===== config.mk =====
export PLATFORM = sky130hd
export DESIGN_NAME = software_timer_slot_bank
export DESIGN_NICKNAME = d
export VERILOG_FILES = /design/src/hw/rtl/stb_pkg.sv /design/src/hw/rtl/software_timer_slot_bank.sv
export SDC_FILE = /design/constraint.sdc
export NUM_CORES = 2
export LEC_CHECK = 0
export BUFFER_PORTS_ARGS = -buffer_cell sky130_fd_sc_hd__buf_2
export CORE_UTILIZATION = 40
export DETAILED_ROUTE_END_ITERATION = 8
export PLACE_DENSITY = 0.57
export SLEW_MARGIN = 20
export SYNTH_ARGS = -nofsm -noshare
export SYNTH_HDL_FRONTEND = slang
export SYNTH_SLANG_ARGS = --single-unit

===== constraint.sdc =====
create_clock -name i_clk -period 7.83 [get_ports i_clk]
set_clock_uncertainty 0.2 [all_clocks]
set_input_delay 1.566 -clock i_clk [delete_from_list [all_inputs] [get_ports i_clk]]
set_output_delay 1.566 -clock i_clk [all_outputs]
set_load 0.05 [all_outputs]

===== src/hw/rtl/stb_pkg.sv =====
// Shared types and constants for the software timer slot bank.
// Used by software_timer_slot_bank and its checker; depends on nothing.
package stb_pkg;

    localparam int SLOTS        = 16;
    localparam int COUNT_WIDTH  = 32;
    localparam int SLOT_FIELD_W = 4;
    localparam int PERIOD_W     = 32;
    localparam int MASK_W       = 16;
    localparam int SLOT_IW      = (SLOTS > 1) ? $clog2(SLOTS) : 1;

    typedef logic [1:0]             t_func;
    typedef logic [COUNT_WIDTH-1:0] t_count;
    typedef logic [SLOT_IW-1:0]     t_slot_idx;

    localparam t_func FUNC_TICK  = 2'd0;
    localparam t_func FUNC_START = 2'd1;
    localparam t_func FUNC_CLOSE = 2'd2;

    typedef struct packed {
        t_func                   func;
        logic [SLOT_FIELD_W-1:0] slot;
        logic [PERIOD_W-1:0]     period;
        logic                    notify_enable;
    } t_in_item;

    typedef struct packed {
        logic [MASK_W-1:0] fire_mask;
        logic [MASK_W-1:0] expired_mask;
    } t_out_item;

endpackage


===== src/hw/rtl/software_timer_slot_bank.sv =====
// Top level of the software timer slot bank: command decode, tick walk over the
// count and limit memories, and the result register. Depends on stb_pkg.

// Bank of stb_pkg::SLOTS timer slots. Each input beat (tick, start or close) yields one
// result beat carrying the fire mask and the expired mask after that command. Start and
// close pass from accept through ST_DONE to the result register. A tick passes through
// ST_WALK first: the counts and limits sit in single-port-read memories with registered
// reads, so the tick walks the slots one per cycle, reading one entry while writing
// back the previous one. The started, notify and expired flags live in flip-flops.
// A new command is taken while the previous result still waits at the output; the
// block then holds its finished result until the output register frees up. The count
// and limit memories need no clearing after reset: a slot is only counted once a start
// has written both of its entries.
module software_timer_slot_bank (
    input  logic                i_clk,
    input  logic                i_rst_n,
    input  logic                i_in_valid,
    output logic                o_in_ready,
    input  stb_pkg::t_in_item   i_in_data,
    output logic                o_out_valid,
    input  logic                i_out_ready,
    output stb_pkg::t_out_item  o_out_data
);

    typedef enum logic [2:0] {
        ST_IDLE = 3'b001,
        ST_WALK = 3'b010,
        ST_DONE = 3'b100
    } t_state;

    t_state r_state, n_state;

    logic [stb_pkg::SLOTS-1:0] r_started;
    logic [stb_pkg::SLOTS-1:0] r_notify;
    logic [stb_pkg::SLOTS-1:0] r_expired;
    logic [stb_pkg::SLOTS-1:0] r_fire;
    stb_pkg::t_slot_idx        r_idx;
    logic                      r_out_valid;
    stb_pkg::t_out_item        r_out_data;

    stb_pkg::t_count mem_count [stb_pkg::SLOTS];
    stb_pkg::t_count mem_limit [stb_pkg::SLOTS];
    stb_pkg::t_count r_count_rd;
    stb_pkg::t_count r_limit_rd;

    logic               in_acc;
    logic               in_bank;
    logic               out_free;
    logic               last;
    logic               walk;
    stb_pkg::t_slot_idx slot_idx;
    stb_pkg::t_slot_idx rd_addr;
    stb_pkg::t_count    period_cnt;

    logic               cnt_lt;
    stb_pkg::t_count    cnt_inc;
    stb_pkg::t_count    cnt_new;
    logic               exp_new;

    logic               cnt_we;
    stb_pkg::t_slot_idx cnt_waddr;
    stb_pkg::t_count    cnt_wdata;
    logic               lim_we;

    logic [stb_pkg::SLOTS-1:0] start_fire;

    assign o_in_ready  = (r_state == ST_IDLE);
    assign o_out_valid = r_out_valid;
    assign o_out_data  = r_out_data;

    assign in_acc     = i_in_valid && o_in_ready;
    assign in_bank    = ({1'b0, i_in_data.slot} < (stb_pkg::SLOT_FIELD_W + 1)'(stb_pkg::SLOTS));
    assign slot_idx   = stb_pkg::t_slot_idx'(i_in_data.slot);
    assign period_cnt = stb_pkg::t_count'(i_in_data.period);
    assign out_free   = !r_out_valid || i_out_ready;
    assign last       = (r_idx == stb_pkg::t_slot_idx'(stb_pkg::SLOTS - 1));
    assign walk       = (r_state == ST_WALK);

    // Read slot 0 on the accept edge so its data is ready in the first walk cycle.
    assign rd_addr = (r_state == ST_IDLE) ? '0 :
                     (last ? r_idx : r_idx + stb_pkg::t_slot_idx'(1));

    // Count up only below the limit; the incremented value hits the limit exactly.
    assign cnt_lt  = (r_count_rd < r_limit_rd);
    assign cnt_inc = r_count_rd + stb_pkg::t_count'(1);
    assign cnt_new = cnt_lt ? cnt_inc : r_count_rd;
    assign exp_new = !cnt_lt || (cnt_inc == r_limit_rd);

    // A start with a zero period and notify enabled fires its own slot at once.
    always_comb begin
        start_fire = '0;
        if (in_bank && (i_in_data.func == stb_pkg::FUNC_START)) begin
            start_fire[slot_idx] = (period_cnt == '0) && i_in_data.notify_enable;
        end
    end

    always_comb begin
        cnt_we    = 1'b0;
        cnt_waddr = slot_idx;
        cnt_wdata = '0;
        lim_we    = 1'b0;
        if (in_acc && in_bank) begin
            unique case (i_in_data.func)
                stb_pkg::FUNC_START: begin
                    cnt_we = 1'b1;
                    lim_we = 1'b1;
                end
                stb_pkg::FUNC_CLOSE: begin
                    cnt_we = 1'b1;
                end
                default: begin
                    cnt_we = 1'b0;
                end
            endcase
        end else if (walk && r_started[r_idx]) begin
            cnt_we    = 1'b1;
            cnt_waddr = r_idx;
            cnt_wdata = cnt_new;
        end
    end

    always_ff @(posedge i_clk) begin
        if (cnt_we) begin
            mem_count[cnt_waddr] <= cnt_wdata;
        end
        if (lim_we) begin
            mem_limit[slot_idx] <= period_cnt;
        end
        r_count_rd <= mem_count[rd_addr];
        r_limit_rd <= mem_limit[rd_addr];
    end

    always_comb begin
        n_state = r_state;
        unique case (r_state)
            ST_IDLE: begin
                if (in_acc) begin
                    n_state = (i_in_data.func == stb_pkg::FUNC_TICK) ? ST_WALK : ST_DONE;
                end
            end
            ST_WALK: begin
                if (last) begin
                    n_state = ST_DONE;
                end
            end
            ST_DONE: begin
                if (out_free) begin
                    n_state = ST_IDLE;
                end
            end
            default: begin
                n_state = ST_IDLE;
            end
        endcase
    end

    always_ff @(posedge i_clk) begin
        if (!i_rst_n) begin
            r_state     <= ST_IDLE;
            r_started   <= '0;
            r_notify    <= '0;
            r_expired   <= '0;
            r_fire      <= '0;
            r_idx       <= '0;
            r_out_valid <= 1'b0;
        end else begin
            r_state <= n_state;
            if (in_acc) begin
                r_fire <= start_fire;
                r_idx  <= '0;
                if (in_bank) begin
                    unique case (i_in_data.func)
                        stb_pkg::FUNC_START: begin
                            r_started[slot_idx] <= 1'b1;
                            r_notify[slot_idx]  <= i_in_data.notify_enable;
                            r_expired[slot_idx] <= (period_cnt == '0);
                        end
                        stb_pkg::FUNC_CLOSE: begin
                            r_started[slot_idx] <= 1'b0;
                            r_notify[slot_idx]  <= 1'b0;
                            r_expired[slot_idx] <= 1'b0;
                        end
                        default: ;
                    endcase
                end
            end
            if (walk) begin
                if (r_started[r_idx]) begin
                    r_expired[r_idx] <= exp_new;
                    r_fire[r_idx]    <= exp_new && r_notify[r_idx];
                end
                if (!last) begin
                    r_idx <= r_idx + stb_pkg::t_slot_idx'(1);
                end
            end
            // Load the result beat when the output register is free, else drop valid on take.
            if ((r_state == ST_DONE) && out_free) begin
                r_out_valid <= 1'b1;
            end else if (i_out_ready) begin
                r_out_valid <= 1'b0;
            end
        end
    end

    always_ff @(posedge i_clk) begin
        if ((r_state == ST_DONE) && out_free) begin
            r_out_data.fire_mask    <= stb_pkg::MASK_W'(r_fire);
            r_out_data.expired_mask <= stb_pkg::MASK_W'(r_expired);
        end
    end

endmodule


==> results_tabular.tex <==
\begin{tabular}{lr}
\hline
Metric & Value \\
\hline
\multicolumn{2}{l}{\textbf{Outcome}} \\
Status & complete, no violations \\
\multicolumn{2}{l}{\textbf{Place}} \\
Post-detailed-placement half-perimeter wirelength & 64450 um \\
Worst slack at placement & between 2000 and 2500 ps \\
DP Cell Count & 5173 \\
Port Buf Inserts & 76 \\
Final Wtd Congestion & around 0.8 \\
\multicolumn{2}{l}{\textbf{Worst setup path}} \\
Critical Path Start Type & flop \\
CP Data Required Time & between 7000 and 8000 ps \\
Category of the worst setup path capture point & flop \\
CP arrival & 5240 ps \\
Critical path start-end classification & flop to flop \\
Highest net fanout along the worst path & 41 \\
\multicolumn{2}{l}{\textbf{STA}} \\
Hold violation count in the final report & 0 \\
Max Slew Vio Count & 0 \\
Fin worst setup slack & 2752 ps \\
Setup repair after global routing missed its margin & no \\
Setup violation total in the final timing report & 0 \\
Final period utilization & 0.6485 \\
Slew at the pin closest to its max-slew limit & 1132 ps \\
Max transition margin & 0.2425 \\
Final hold slack & 237.8 ps \\
Max Fclk & 196.9 MHz \\
Setup tns final & 0 ps \\
Final critical path time including I/O delays and setup & slightly above 5000 ps \\
\multicolumn{2}{l}{\textbf{Clock network}} \\
Number of clock buffers inserted by TritonCTS & $\sim$120 \\
Worst skew pair latency & approximately 740 ps \\
Clock-pin slew of the registers on the worst-case setup and hold paths & roughly 60 ps \\
Cell chosen for the clock root & sky130\_fd\_sc\_hd\_\_clkbuf\_16 \\
Post-CTS Setup Repair Bufs & 0 \\
CTS Hold Buffers Added & 0 \\
Number of sinks on the clock net & 1192 \\
CTS tree & built \\
Resized cells post-CTS & 0 \\
Number of buffers on the longest clock path & 3 \\
H-tree Lvls & 3 \\
\multicolumn{2}{l}{\textbf{Routing}} \\
Final antenna-violating net count & 0 \\
Total vias in the final route & 29980 \\
Detailed-route wire length per cell & 22.22 um \\
Total Wirelength & 120100 um \\
Via count normalized by instance count & 5.549 \\
Initial DRC count & 2489 \\
DRT Pass-1 Iters & 8 \\
Post-detailed-route DRC marker count & 0 \\
\multicolumn{2}{l}{\textbf{Layout}} \\
Non-filler cells in the finished layout & 5403 \\
Layout cell share with drive strength beyond 1 & 0.1248 \\
Layout overhead on the synthesized area & 13.23\% \\
Post-layout net count & 3765 \\
Number of filler cells placed in the layout & 10820 \\
\multicolumn{2}{l}{\textbf{Die}} \\
Boundary pin count & 77 \\
X dimension of the die & 351.5 um \\
Core box area & 120400 um2 \\
Die height & 351.5 um \\
Starting Density & 0.4056 \\
Die Footprint & 123500 um2 \\
FP Rows & 127 \\
\multicolumn{2}{l}{\textbf{Synthesis}} \\
Post-synthesis sequential area ratio & 0.7048 \\
Synth unique cells & 62 \\
Synth Area in XOR/XNOR & 0.01416 \\
Predominant post-synthesis flop cell & sky130\_fd\_sc\_hd\_\_edfxtp\_1 \\
Number of flops mapped to enable cells by yosys & 1056 \\
Most common cell in the netlist & sky130\_fd\_sc\_hd\_\_edfxtp\_1 \\
Adder and majority gate portion of the synthesized area & 0.01024 \\
Count of yosys warnings during synthesis & 0 \\
Cell taking the most area after synthesis & sky130\_fd\_sc\_hd\_\_edfxtp\_1 \\
Avg Cell Area, Syn & 13.29 um2 \\
Share of synthesized flip-flops with an asynchronous set or reset & 0 \\
Area fraction in compound gates after synthesis & 0.1206 \\
Commonest cells in the synthesized netlist & sky130\_fd\_sc\_hd\_\_edfxtp\_1, sky130\_fd\_sc\_hd\_\_nand2\_1, sky130\_fd\_sc\_hd\_\_a211oi\_1 \\
Area share of the largest cell type after synthesis & 0.6490 \\
Cells taking the most area after synthesis & sky130\_fd\_sc\_hd\_\_edfxtp\_1, sky130\_fd\_sc\_hd\_\_dfxtp\_1, sky130\_fd\_sc\_hd\_\_nand2\_1 \\
Post-synthesis instance total & $\sim$3700 \\
Dominant combinational cell family by area after synthesis & compound AO/OA/AOI/OAI gates \\
Area of the mapped netlist & 48860 um2 \\
Area share of and/or/nand/nor cells after synthesis & 0.1046 \\
Share of cell area taken by muxes after synthesis & 0.02120 \\
Post-Syn Nets & 3760 \\
Post-synthesis register bit count & 1192 \\
\multicolumn{2}{l}{\textbf{Power}} \\
Total power & 14.37 mW \\
Power density normalized to cell area & $\sim$260 nW/um2 \\
Leakage dissipation & 18.46 nW \\
Peak supply drop & approximately 0.19 mV \\
\multicolumn{2}{l}{\textbf{GRT}} \\
Aggregate global routing overflow & 0 \\
Global-route wire length before repair & between 150000 and 200000 um \\
Via count of the first global-routing pass & 28730 \\
Maximum number of pins on one net before global-route repair & 149 \\
Antenna violations before repair & 6 \\
Global routing usage summed across all routing layers & 0.1932 \\
\multicolumn{2}{l}{\textbf{Run}} \\
Max Cap Violations & 0 \\
\multicolumn{2}{l}{\textbf{Hold path}} \\
Hold Crit Class & flop to flop \\
\hline
\end{tabular}
-- kinds of logic after synthesis --
kind of cell / Yosys count
and+or+nand+nor: 1132
DFF: 1192
AOI/OAI and AO/OA: 842
xor gates and xnor gates: 79
muxes: 83
buffers and inverters: 309
adders and majority gates: 40
-- placed cells by master, fill, tap and decap left out, drive strengths merged, types with 16 or more instances in the layout --
cell type and instances:
a31oi 136, clkbuf 163, nand4 26, xnor2 36
buf 148, ha 40, a211oi 274, nor3 26
and2 202, xor2 43, mux2 64, o21ai 38
nand3 42, inv 47, clkinv 49, edfxtp 1056
nor2 162, dfxtp 136, a21oi 174, and3 16
nand2 612, a311oi 144
-- final timing paths --
kind | startpoint | slack [ps] | end | cells past startpoint
worst max-delay path | r_idx[0] | 2750 | mem_count[9][7] | 6
worst min-delay path | r_expired[14] | 240 | o_out_data[14] | 0
worst max register to register | r_idx[0] | 2750 | mem_count[9][7] | 6
worst min register to register | r_expired[14] | 240 | o_out_data[14] | 0
-- per-layer routing --
layer,track usage,vias up,routed length (um)
met5,0,-,10
met4,0.05209,2,2316
met3,0.02373,157,5672
met2,0.3204,770,58010
met1,0.2680,15090,54070
li1,-,13960,-
-- area by class of cell --
| cell class | count | area [um2] | area share |
|---|---|---|---|
| antenna | 2 | 5.005 | 0.00009046 |
| clock buffer | 163 | 3293 | 0.05952 |
| sequential | 1192 | 34430 | 0.6224 |
| multi-input combinational | 2176 | 13530 | 0.2446 |
| tap | 1612 | 2017 | 0.03646 |
| clock inverter | 65 | 701.9 | 0.01269 |
| inverter | 45 | 168.9 | 0.003053 |
| timing repair buffer | 148 | 1174 | 0.02121 |
-- sequential cells by signal, summed over array words and instances, names as in the netlist, named ones only --
signal       flops
mem_count      512
mem_limit      512
o_out_data      32
r_count_rd      32
r_limit_rd      32
r_expired       16
r_fire          16
r_notify        16
r_idx            4
r_state          3
o_out_valid      1
-- critical path: stages, from the launching register on --
cell and delay, ps:
sky130_fd_sc_hd__dfxtp_1 910, sky130_fd_sc_hd__mux4_2 650, sky130_fd_sc_hd__mux4_2 500, sky130_fd_sc_hd__nand2_2 750, sky130_fd_sc_hd__mux2i_1 530, sky130_fd_sc_hd__nor2_4 630, sky130_fd_sc_hd__buf_4 490
-- metrics by stage --
stage / instance area [um2] / util
2_1_floorplan: 48860 / -
3_3_place_gp: 51160 / 0.4248
3_5_place_dp: 51280 / 0.4258
4_1_cts: 55280 / 0.4589
5_1_grt: 55320 / 0.4593
6_report: 55320 / 0.4593
-- where the power goes --
group,internal [mW],switching (mW)
sequential,6.97,0.126
clock,3.32,2.41
combinational,0.530,1.02
Power figures use the tool's default switching activity.
